--- src/rtl/rxrc_pkg.sv ---
package rxrc_pkg;

    localparam int PAGE_BYTES = 4096;
    localparam int PAGE_LOG2  = $clog2(PAGE_BYTES);
    localparam int MAX_RING   = 1024;
    localparam int ALIGN_MAX  = 12;

    localparam int OUTQ_DEPTH = 4;
    localparam int OUTQ_PTR_W = $clog2(OUTQ_DEPTH);
    localparam int OUTQ_CNT_W = $clog2(OUTQ_DEPTH + 1);

    localparam int CFG_IDX_W  = 3;
    localparam int CFG_DATA_W = 64;

    localparam logic [CFG_IDX_W-1:0] REG_RING_ENTRIES   = 3'd0;
    localparam logic [CFG_IDX_W-1:0] REG_BUFFER_ENTRIES = 3'd1;
    localparam logic [CFG_IDX_W-1:0] REG_ALIGN_LOG2     = 3'd2;
    localparam logic [CFG_IDX_W-1:0] REG_BUF_DB_KEY     = 3'd3;
    localparam logic [CFG_IDX_W-1:0] REG_RING_DB_KEY    = 3'd4;
    localparam logic [CFG_IDX_W-1:0] REG_BUF_AREA_BASE  = 3'd5;

    localparam logic [1:0] ACT_DESC    = 2'd0;
    localparam logic [1:0] ACT_BATCH   = 2'd1;
    localparam logic [1:0] ACT_RESTART = 2'd2;

    localparam logic [1:0] DESC_BUF_PACKET = 2'd0;

    localparam logic [2:0] RES_NOT_READY = 3'd0;
    localparam logic [2:0] RES_SKIPPED   = 3'd1;
    localparam logic [2:0] RES_PACKET    = 3'd2;
    localparam logic [2:0] RES_OVERRUN   = 3'd3;
    localparam logic [2:0] RES_BUF_WRITE = 3'd4;
    localparam logic [2:0] RES_RING_DB   = 3'd5;
    localparam logic [2:0] RES_BUF_DB    = 3'd6;

    localparam logic [10:0] RST_RING_ENTRIES   = 11'd1024;
    localparam logic [7:0]  RST_BUFFER_ENTRIES = 8'd255;
    localparam logic [3:0]  RST_ALIGN_LOG2     = 4'd6;

    localparam logic [13:0] FILL_MAX  = 14'd16383;
    localparam logic [10:0] BATCH_MAX = 11'd2047;

    typedef struct packed {
        logic [1:0]  action;
        logic        desc_generation;
        logic [1:0]  desc_kind;
        logic        fresh_buffer;
        logic [12:0] payload_bytes;
    } t_item;

    typedef struct packed {
        logic [2:0]  result_kind;
        logic [7:0]  entry_index;
        logic [12:0] byte_offset;
        logic [11:0] byte_count;
        logic [63:0] bus_address;
        logic [31:0] doorbell_value;
        logic        last;
    } t_result;

    typedef struct packed {
        logic [10:0] ring_entries;
        logic [7:0]  buffer_entries;
        logic [3:0]  align_log2;
        logic [31:0] buffer_doorbell_key;
        logic [31:0] ring_doorbell_key;
        logic [63:0] buffer_area_base;
    } t_cfg;

    typedef struct packed {
        logic vld0;
        logic vld1;
    } t_push;

    function automatic logic [7:0] next_buf(input logic [7:0] b, input logic [7:0] entries);
        logic [7:0] t;
        t = b + 8'd1;
        return (t >= entries) ? 8'd0 : t;
    endfunction

endpackage

--- src/rtl/rxrc_core.sv ---
module rxrc_core (
    input  logic             i_clk,
    input  logic             i_rst_n,
    input  logic             i_go,
    input  rxrc_pkg::t_item  i_item,
    input  rxrc_pkg::t_cfg   i_cfg,
    output rxrc_pkg::t_push  o_push,
    output rxrc_pkg::t_result o_res0,
    output rxrc_pkg::t_result o_res1
);
    import rxrc_pkg::*;

    logic [9:0]  r_ring_pos, n_ring_pos;
    logic        r_exp_gen, n_exp_gen;
    logic [7:0]  r_cons_buf, n_cons_buf;
    logic [7:0]  r_prod_buf, n_prod_buf;
    logic [13:0] r_fill_off, n_fill_off;
    logic [8:0]  r_pending, n_pending;
    logic [10:0] r_batch, n_batch;

    always_comb begin
        logic [10:0] ring_size;
        logic [10:0] pos_inc;
        logic        ring_wrap;
        logic [9:0]  adv_pos;
        logic        adv_gen;
        logic [7:0]  cand_buf;
        logic [13:0] cand_off;
        logic [14:0] fit_sum;
        logic        overrun;
        logic [3:0]  sh;
        logic [11:0] mask;
        logic [13:0] grow;
        logic [14:0] new_off;
        logic [20:0] pkt_local;
        logic [63:0] pkt_addr;
        logic [63:0] bufwr_addr;
        t_result     pkt;
        t_result     bufwr;
        t_result     ring_db;
        t_result     buf_db;

        n_ring_pos = r_ring_pos;
        n_exp_gen  = r_exp_gen;
        n_cons_buf = r_cons_buf;
        n_prod_buf = r_prod_buf;
        n_fill_off = r_fill_off;
        n_pending  = r_pending;
        n_batch    = r_batch;
        o_push     = '0;
        o_res0     = '0;
        o_res1     = '0;

        ring_size = (i_cfg.ring_entries > 11'(MAX_RING)) ? 11'(MAX_RING) : i_cfg.ring_entries;
        pos_inc   = {1'b0, r_ring_pos} + 11'd1;
        ring_wrap = (pos_inc >= ring_size);
        adv_pos   = ring_wrap ? 10'd0 : pos_inc[9:0];
        adv_gen   = r_exp_gen ^ ring_wrap;

        cand_buf = i_item.fresh_buffer ? next_buf(r_cons_buf, i_cfg.buffer_entries) : r_cons_buf;
        cand_off = i_item.fresh_buffer ? 14'd0 : r_fill_off;
        fit_sum  = {1'b0, cand_off} + {2'b00, i_item.payload_bytes};
        overrun  = (fit_sum > 15'(PAGE_BYTES));

        sh      = (i_cfg.align_log2 > 4'(ALIGN_MAX)) ? 4'(ALIGN_MAX) : i_cfg.align_log2;
        mask    = ~(12'hFFF << sh);
        grow    = ({1'b0, i_item.payload_bytes} + {2'b00, mask}) & ~{2'b00, mask};
        new_off = {1'b0, cand_off} + {1'b0, grow};

        pkt_local  = {1'b0, cand_buf, {PAGE_LOG2{1'b0}}} + {7'd0, cand_off} + 21'd2;
        pkt_addr   = i_cfg.buffer_area_base + {43'd0, pkt_local};
        bufwr_addr = i_cfg.buffer_area_base + {44'd0, r_prod_buf, {PAGE_LOG2{1'b0}}};

        pkt                = '0;
        pkt.result_kind    = RES_PACKET;
        pkt.entry_index    = cand_buf;
        pkt.byte_offset    = cand_off[12:0] + 13'd2;
        pkt.byte_count     = (i_item.payload_bytes >= 13'd2) ?
                             12'(i_item.payload_bytes - 13'd2) : 12'd0;
        pkt.bus_address    = pkt_addr;
        pkt.last           = 1'b1;

        bufwr              = '0;
        bufwr.result_kind  = RES_BUF_WRITE;
        bufwr.entry_index  = r_prod_buf;
        bufwr.bus_address  = bufwr_addr;

        ring_db                = '0;
        ring_db.result_kind    = RES_RING_DB;
        ring_db.doorbell_value = {21'd0, r_batch} | i_cfg.ring_doorbell_key;

        buf_db                 = '0;
        buf_db.result_kind     = RES_BUF_DB;
        buf_db.doorbell_value  = {26'd0, r_pending[8:3]} | i_cfg.buffer_doorbell_key;
        buf_db.last            = 1'b1;

        if (i_go) begin
            case (i_item.action)
                ACT_DESC: begin
                    o_push.vld0 = 1'b1;
                    o_res0.last = 1'b1;
                    if (i_item.desc_generation != r_exp_gen) begin
                        o_res0.result_kind = RES_NOT_READY;
                    end else if (i_item.desc_kind != DESC_BUF_PACKET) begin
                        o_res0.result_kind = RES_SKIPPED;
                        n_ring_pos = adv_pos;
                        n_exp_gen  = adv_gen;
                    end else if (overrun) begin
                        o_res0.result_kind = RES_OVERRUN;
                    end else begin
                        if (i_item.fresh_buffer) begin
                            o_res0      = bufwr;
                            o_res1      = pkt;
                            o_push.vld1 = 1'b1;
                            n_prod_buf  = next_buf(r_prod_buf, i_cfg.buffer_entries);
                            n_pending   = r_pending + 9'd1;
                        end else begin
                            o_res0 = pkt;
                        end
                        n_cons_buf = cand_buf;
                        n_fill_off = (new_off > {1'b0, FILL_MAX}) ? FILL_MAX : new_off[13:0];
                        n_batch    = (r_batch < BATCH_MAX) ? r_batch + 11'd1 : r_batch;
                        n_ring_pos = adv_pos;
                        n_exp_gen  = adv_gen;
                    end
                end
                ACT_BATCH: begin
                    if (r_batch != 11'd0) begin
                        n_batch     = 11'd0;
                        o_push.vld0 = 1'b1;
                        o_res0      = ring_db;
                        if (r_pending[8:3] != 6'd0) begin
                            n_pending   = {6'd0, r_pending[2:0]};
                            o_push.vld1 = 1'b1;
                            o_res1      = buf_db;
                        end else begin
                            o_res0.last = 1'b1;
                        end
                    end else if (r_pending[8:3] != 6'd0) begin
                        n_pending   = {6'd0, r_pending[2:0]};
                        o_push.vld0 = 1'b1;
                        o_res0      = buf_db;
                    end
                end
                ACT_RESTART: begin
                    n_ring_pos = 10'd0;
                    n_exp_gen  = 1'b1;
                    n_cons_buf = i_cfg.buffer_entries - 8'd1;
                    n_prod_buf = i_cfg.buffer_entries - 8'd8;
                    n_fill_off = 14'd0;
                    n_pending  = {6'd0, i_cfg.buffer_entries[2:0]};
                    n_batch    = 11'd0;
                end
                default: begin
                end
            endcase
        end
    end

    always_ff @(posedge i_clk) begin
        if (!i_rst_n) begin
            r_ring_pos <= 10'd0;
            r_exp_gen  <= 1'b1;
            r_cons_buf <= RST_BUFFER_ENTRIES - 8'd1;
            r_prod_buf <= RST_BUFFER_ENTRIES - 8'd8;
            r_fill_off <= 14'd0;
            r_pending  <= {6'd0, RST_BUFFER_ENTRIES[2:0]};
            r_batch    <= 11'd0;
        end else begin
            r_ring_pos <= n_ring_pos;
            r_exp_gen  <= n_exp_gen;
            r_cons_buf <= n_cons_buf;
            r_prod_buf <= n_prod_buf;
            r_fill_off <= n_fill_off;
            r_pending  <= n_pending;
            r_batch    <= n_batch;
        end
    end

endmodule

--- src/rtl/rxrc_outq.sv ---
module rxrc_outq (
    input  logic                               i_clk,
    input  logic                               i_rst_n,
    input  rxrc_pkg::t_push                    i_push,
    input  rxrc_pkg::t_result                  i_res0,
    input  rxrc_pkg::t_result                  i_res1,
    input  logic                               i_stall,
    output logic                               o_valid,
    output rxrc_pkg::t_result                  o_data,
    output logic [rxrc_pkg::OUTQ_CNT_W-1:0]    o_level
);
    import rxrc_pkg::*;

    t_result                r_mem [OUTQ_DEPTH];
    logic [OUTQ_PTR_W-1:0]  r_wr, n_wr;
    logic [OUTQ_PTR_W-1:0]  r_rd, n_rd;
    logic [OUTQ_CNT_W-1:0]  r_cnt, n_cnt;
    logic                   pop;
    logic [OUTQ_CNT_W-1:0]  push_n;

    assign o_valid = (r_cnt != '0);
    assign o_data  = r_mem[r_rd];
    assign o_level = r_cnt;
    assign pop     = o_valid && !i_stall;

    always_comb begin
        push_n = OUTQ_CNT_W'(i_push.vld0) + OUTQ_CNT_W'(i_push.vld1);
        n_wr   = r_wr + OUTQ_PTR_W'(push_n);
        n_rd   = pop ? r_rd + OUTQ_PTR_W'(1) : r_rd;
        n_cnt  = r_cnt + push_n - OUTQ_CNT_W'(pop);
    end

    always_ff @(posedge i_clk) begin
        if (i_push.vld0) begin
            r_mem[r_wr] <= i_res0;
        end
        if (i_push.vld1) begin
            r_mem[r_wr + OUTQ_PTR_W'(1)] <= i_res1;
        end
    end

    always_ff @(posedge i_clk) begin
        if (!i_rst_n) begin
            r_wr  <= '0;
            r_rd  <= '0;
            r_cnt <= '0;
        end else begin
            r_wr  <= n_wr;
            r_rd  <= n_rd;
            r_cnt <= n_cnt;
        end
    end

endmodule

--- src/rtl/rx_ring_consumer_top.sv ---
// Receive descriptor ring consumer.
// Input channel (i_valid, i_data, o_stall) carries one word per descriptor,
// end-of-batch or restart command. Output channel (o_valid, o_data, i_stall)
// carries result words; the last word caused by an input has its last bit set.
// The user must write the registers through i_cfg_we, i_cfg_idx and i_cfg_data
// only while the block is idle; the block itself does not enforce this.
// An accepted word is evaluated against the ring state while it sits in the
// input register; its result words are written into the result queue and shown from it.
// A new input word is taken every cycle as long as
// the four-entry result queue has room for two words.
// Words that cause one result sustain one word per cycle unless the receiver
// stalls; a word that causes two results pushes both into the queue at once.
// Restart, unknown commands and empty batches produce no result word.
// When the receiver stalls, the result queue fills and o_stall rises once
// fewer than two entries are free; results already queued are held in order.
// Synchronous reset loads the register defaults and the ring state that
// follows from them, and empties the input register and the queue.
module rx_ring_consumer_top (
    input  logic                              i_clk,
    input  logic                              i_rst_n,
    input  logic                              i_valid,
    input  rxrc_pkg::t_item                   i_data,
    output logic                              o_stall,
    output logic                              o_valid,
    output rxrc_pkg::t_result                 o_data,
    input  logic                              i_stall,
    input  logic                              i_cfg_we,
    input  logic [rxrc_pkg::CFG_IDX_W-1:0]    i_cfg_idx,
    input  logic [rxrc_pkg::CFG_DATA_W-1:0]   i_cfg_data
);
    import rxrc_pkg::*;

    t_cfg                  r_cfg;
    logic                  r_in_vld, n_in_vld;
    t_item                 r_in;
    logic                  go;
    logic                  accept;
    logic [OUTQ_CNT_W-1:0] level;
    t_push                 push;
    t_result               res0;
    t_result               res1;

    assign go      = r_in_vld && (level <= OUTQ_CNT_W'(OUTQ_DEPTH - 2));
    assign o_stall = r_in_vld && !go;
    assign accept  = i_valid && !o_stall;

    always_comb begin
        n_in_vld = r_in_vld;
        if (accept) begin
            n_in_vld = 1'b1;
        end else if (go) begin
            n_in_vld = 1'b0;
        end
    end

    always_ff @(posedge i_clk) begin
        if (!i_rst_n) begin
            r_in_vld <= 1'b0;
        end else begin
            r_in_vld <= n_in_vld;
        end
    end

    always_ff @(posedge i_clk) begin
        if (accept) begin
            r_in <= i_data;
        end
    end

    always_ff @(posedge i_clk) begin
        if (!i_rst_n) begin
            r_cfg.ring_entries        <= RST_RING_ENTRIES;
            r_cfg.buffer_entries      <= RST_BUFFER_ENTRIES;
            r_cfg.align_log2          <= RST_ALIGN_LOG2;
            r_cfg.buffer_doorbell_key <= 32'd0;
            r_cfg.ring_doorbell_key   <= 32'd0;
            r_cfg.buffer_area_base    <= 64'd0;
        end else if (i_cfg_we) begin
            case (i_cfg_idx)
                REG_RING_ENTRIES:   r_cfg.ring_entries        <= i_cfg_data[10:0];
                REG_BUFFER_ENTRIES: r_cfg.buffer_entries      <= i_cfg_data[7:0];
                REG_ALIGN_LOG2:     r_cfg.align_log2          <= i_cfg_data[3:0];
                REG_BUF_DB_KEY:     r_cfg.buffer_doorbell_key <= i_cfg_data[31:0];
                REG_RING_DB_KEY:    r_cfg.ring_doorbell_key   <= i_cfg_data[31:0];
                REG_BUF_AREA_BASE:  r_cfg.buffer_area_base    <= i_cfg_data;
                default: begin
                end
            endcase
        end
    end

    rxrc_core u_core (
        .i_clk   (i_clk),
        .i_rst_n (i_rst_n),
        .i_go    (go),
        .i_item  (r_in),
        .i_cfg   (r_cfg),
        .o_push  (push),
        .o_res0  (res0),
        .o_res1  (res1)
    );

    rxrc_outq u_outq (
        .i_clk   (i_clk),
        .i_rst_n (i_rst_n),
        .i_push  (push),
        .i_res0  (res0),
        .i_res1  (res1),
        .i_stall (i_stall),
        .o_valid (o_valid),
        .o_data  (o_data),
        .o_level (level)
    );

endmodule

--- config.mk ---
export PLATFORM = sky130hd
export DESIGN_NAME = rx_ring_consumer_top
export DESIGN_NICKNAME = d
export VERILOG_FILES = /design/src/rtl/rxrc_pkg.sv /design/src/rtl/rxrc_core.sv /design/src/rtl/rxrc_outq.sv /design/src/rtl/rx_ring_consumer_top.sv
export SDC_FILE = /design/constraint.sdc
export NUM_CORES = 2
export LEC_CHECK = 0
export BUFFER_PORTS_ARGS = -buffer_cell sky130_fd_sc_hd__buf_2
export CAP_MARGIN = 20
export CORE_UTILIZATION = 30
export CTS_CLUSTER_SIZE = 25
export DETAILED_ROUTE_END_ITERATION = 6
export SLEW_MARGIN = 25
export SYNTH_ARGS = -nofsm -noshare
export SYNTH_HDL_FRONTEND = slang
export SYNTH_SLANG_ARGS = --single-unit
--- constraint.sdc ---
create_clock -name i_clk -period 9.2 [get_ports i_clk]
set_input_delay 0.92 -clock i_clk [delete_from_list [all_inputs] [get_ports i_clk]]
set_output_delay 0.92 -clock i_clk [all_outputs]
set_load 0.05 [all_outputs]
* Word-level counts from Yosys, hierarchy flattened
Memories as Yosys holds them, arrays and structs flattened. A register that Yosys moved wholly into a read port is not among the register bits.
Cells that the tools add are included.
** Word-level totals
- Register bits after elaboration :: 239
- Word-level logic and storage cells :: 186
- Output and inout port bits :: 135
- Bits of input ports :: 91
- Memory bits (writable) :: 532
- Memories :: 1
** Cells by class
- Order comparisons :: 10
- Equality and inequality tests :: 16
- Add/subtract/negate cells :: 22
- Bitwise gates (word level) :: 7
- Reduce and logical (&&, ||, !) cells :: 28
- Muxes and demuxes :: 78
- Shifts and indexed selects :: 1
** Memories
- u_outq.r_mem :: words 4, width 133, rd ports 1, clocked after Yosys merged registers in 1, wr ports 2, line rxrc_outq.sv:14 : t_result r_mem [OUTQ_DEPTH];
** Operators by type and width (count)
- $mux W133 :: 9
- $pmux W133 S2 :: 2
- $mux W130 :: 3
- $mux W132 :: 1
- $mux W8 :: 10
- $mux W14 :: 5
- $mux W11 :: 6
- $add A64 B20 Y64 :: 1
- $add A64 B21 Y64 :: 1
- $mux W9 :: 5
- $mux W10 :: 4
- $pmux W11 S3 :: 1
- $or A11 B32 Y32 :: 1
- $or A6 B32 Y32 :: 1
- $pmux W8 S2 :: 2
- $pmux W14 S2 :: 1
- $pmux W9 S3 :: 1
- $add A20 B14 Y21 :: 1
- $add A21 B2 Y21 const B :: 1
- $reduce_and A7 Y1 :: 3
- $pmux W10 S2 :: 1
- $mux W1 :: 17
- $add A8 B1 Y8 const B :: 2
- $ge A8 B8 Y1 :: 2
- other kinds (56) :: 81

* Depth between registers and ports, before layout
- Depth after elaboration :: 13
- Mapped depth :: 26
- Mapped depth without buffers :: 23

* Hierarchy
From an unflattened synthesis, not the netlist that was laid out.
** Unflattened totals
- Cells, all modules :: 3739
- Area total of the unflattened synthesis :: 44616.5 sq um
** Modules (own cells, without submodules)
- rxrc_outq :: cells each 1338, area an instance 26202.6 sq um, sequential area each 16155.5 sq um, times used 1
- rxrc_core :: cells each 1797, area an instance 12079.1 sq um, sequential area each 1221.2 sq um, times used 1
- rx_ring_consumer_top :: cells each 604, area an instance 6334.8 sq um, sequential area each 3613.5 sq um, times used 1

* Least setup slack after synthesis
No wires, ideal clock.
- Path kind :: register -> register
- Start :: register r_in[13] (netlist bit)
- End :: memory u_outq.r_mem[3][0] (netlist bit), enable pin
- Buffers on the path :: 7
- Stages on the path, launching flop included :: 19
- Data required time :: 8.704 ns
- Library setup time :: 0.496 ns
- Arrival time :: 7.051 ns
- Slack :: 1.653 ns
- Clock period less this slack :: 7.547 ns
- Cell sequence :: edfxtp_1 -> clkbuf_1 -> clkbuf_1 -> clkbuf_1 -> clkbuf_1 -> nor2b_1 -> ha_1 -> nor2b_1 -> o21bai_1 -> a31o_2 -> a211oi_2 -> nor2_1 -> xor2_1 -> buf_1 -> o2111ai_1 -> buf_2 -> o21a_1 -> buf_2 -> nand2_1
** RTL lines
- from (decl) :: line rx_ring_consumer_top.sv:35 : t_item r_in;
- from (signal assigned) :: line rx_ring_consumer_top.sv:66 : r_in <= i_data;
- to (decl) :: line rxrc_outq.sv:14

==> metrics.txt <==
run status complete, no violations; Residual DRC 0; global-route usage over all layers a little over a fifth; Top delay family on crit path simple AND/OR/NAND/NOR gates; largest net degree at the start of global routing 133; leakage 0.0160 uW; Crit Path Category flop to flop; Min Clock Period, post-route 7.39 ns; crit path capture type flop; Core ar. 0.142 sq mm; CTS buffer count 89; CTS tree yes; HP Class primary input to flop; CTS max path bufs 3; antenna violations before repair 10; hold_ws 0.376 ns; DIE AREA roughly 0.14 sq mm; DRT iter0 DRCs 4324; slew at the pin with the worst max-slew slack 1.07 ns; Initial Util 30.2%; Fin Setup TNS 0 ns; Post-CTS Setup Bufs 0; max_cap viols 0; WP buf/inv 0; Setup WS post-layout approximately 1.8 ns; HPWL Detailed 107000 um; peak supply drop 164 uV; Die Span Y 380 um; Synth-to-Final Area Change 15.0%; Final ANT Viol Nets 0; Die W roughly 380 um; top post-synthesis cells by area edfxtp_1 (38%), dfxtp_1 (11%), mux4_2 (7.0%), nand2_1 (5.1%), a21oi_1 (4.5%); grt total ovfl 0; Synthesized Nets roughly 4500; most numerous cell in the Yosys netlist nand2_1; cell chain of the critical path ha_1 -> nand3_1 -> xnor2_1 -> ha_1 -> and3_1 -> a21oi_1 -> o21ai_0 -> o41a_1 -> nor2_1 -> and2_1 -> nand2b_1 -> fa_1 -> ha_1 -> and4_1 -> a21oi_1 -> nand4b_1 -> o21ai_1 -> a21oi_1 -> nor2_1 -> nor2_1 -> o22ai_1 -> a22oi_1 -> o21ai_0; CP max-delay cell o21ai_1; count of final max-slew check failures 0; RSZ-0062 raised after global routing false; max frequency 135 MHz; register area share after synthesis 48.9%; number of synthesized register bits 773; Clock Sink Count 773; ratio of final minimum period to clock period 80.3%; Data arrival, critical path 7.93 ns; Post-synth EDFFs between 500 and 600; library cells used by synthesis 84; Synth area leader edfxtp_1; final hold vios 0; # setup viols final 0; WL final 159000 um; worst-case clock skew 0.0868 ns; mapped cell area 0.0428 sq mm; Clk Tree Root Cell clkbuf_16; synth warn 0; routed via count about 37000; Post-synth ARST share 0%; Worst Setup Start Kind flop; Cells after Synth around 4200; Layout Nets 4578; PwrDens 198 mW/mm^2; Slew headroom ~29%; final design utilization 34.8%; number of gates resized after CTS 0; layout cell share with drive strength beyond 1 15.0%; GPL Wtd Cong 0.925; Worst-path clk slew 0.06 ns; # port buffers 225; crit-path max cell delay 0.62 ns; IO Count 226; standard-cell rows 138; syn avg cell area 10.1 sq um; worst path required time just under 10 ns; first-pass GRT wire length 233000 um; Yosys top cell area share 38.4%; dominant synthesized flop cell edfxtp_1; Routed wire per std cell 25.3 um; hold_buf cts 0; Worst Path Max Fanout 8; drt first pass iters 6; DR vias/cell 5.79; htree depth 3; number of global-route vias before repair 34600; clock latency on the worst-skew pair 0.73 ns; dpl ws roughly 2.0 ns; list of most frequent post-synthesis cells nand2_1 (582), edfxtp_1 (547), a21oi_1 (383)
[per-layer routing]
metal | up-vias | track usage (%) | wire length [um]
li1 | 16300 | - | -
met1 | 17900 | 28.6 | 65400
met2 | 2037 | 33.7 | 72700
met3 | 346 | 4.28 | 15100
met4 | 6 | 8.15 | 6220
met5 | - | 0 | 78
[kinds of logic after synthesis]
logic type	count (synthesis)	share of synthesized area, %
AOI/OAI and AO/OA	1342	19.8
xor gates and xnor gates	104	2.13
adders and majority gates	141	4.26
buffers and inverters	373	3.44
DFF	773	48.9
muxes	161	7.67
and+or+nand+nor	1341	13.8
[area by class of cell]
cell class	count	area [sq um]
Fill cell	14300	92300
Sequential cell	773	21000
Multi-Input combinational cell	3089	20700
Clock buffer	128	2560
Tap cell	1890	2360
Timing Repair Buffer	313	1860
Clock inverter	39	488
Inverter	80	305
Antenna cell	1	2.50
[power breakdown]
group | switching (uW) | leakage (uW) | internal (uW)
logic | 1540 | 0.00794 | 643
registers | 110 | 0.00661 | 3760
clock network | 1570 | 0.00148 | 2100
total | 3220 | 0.0160 | 6510
[flip-flops by register name, indices dropped and copies added, names as in the netlist, named ones only]
name	cells
u_outq.o_level	3
u_outq.r_mem	532
r_in	19
u_outq.r_rd	2
u_core.r_exp_gen	1
r_cfg	151
u_core.r_prod_buf	8
u_outq.r_wr	2
u_core.r_batch	11
r_in_vld	1
u_core.r_fill_off	14
u_core.r_pending	9
u_core.r_ring_pos	10
u_core.r_cons_buf	8
[path summary, 6_finish.rpt]
| check | from | to | slack (ns) | depth (start not counted) |
|---|---|---|---|---|
| worst max-delay path | u_core.r_cons_buf[0] | u_outq.r_mem[2][81] | 1.81 | 23 |
| worst min-delay path | i_data[18] | r_in[18] | 0.38 | 1 |
| worst max register to register | u_core.r_cons_buf[0] | u_outq.r_mem[2][81] | 1.81 | 23 |
| worst min register to register | r_cfg[72] | r_cfg[72] | 0.45 | 2 |
[per-stage QoR]
stage	total power (uW)	instances	instance area, sq um
2_1_floorplan	5460	4235	42800
5_1_grt	10000	6312	49200
6_report	9730	6313	49200
3_5_place_dp	6130	6144	46100
3_3_place_gp	6120	6142	46100
4_1_cts	9780	6311	49200
[worst reg2reg max path: cells and delay by family, from the launching register on]
family          cells  cell delay, ns
compound gates      9            2.48
xor+xnor            1            0.24
fa+ha+maj           4            1.38
flops               1            0.50
simple gates        9            2.66
[cell usage in the layout (no fill, tap or decap), types with 28 or more instances in the layout]
master	instances
o21ai_0	262
inv_1	77
ha_1	133
a21o_1	28
o211ai_1	30
a22o_1	56
and2_1	29
mux4_2	133
xor2_1	46
o31ai_1	77
dfxtp_1	224
buf_4	81
nor2b_1	42
nor2_1	346
edfxtp_1	547
a21oi_1	380
a22oi_1	87
nand3_1	76
o22ai_1	222
and3_1	43
buf_2	225
nor3_1	80
nand2_1	575
clkbuf_16	91
xnor2_1	57
(Power assumes the default switching activity.)
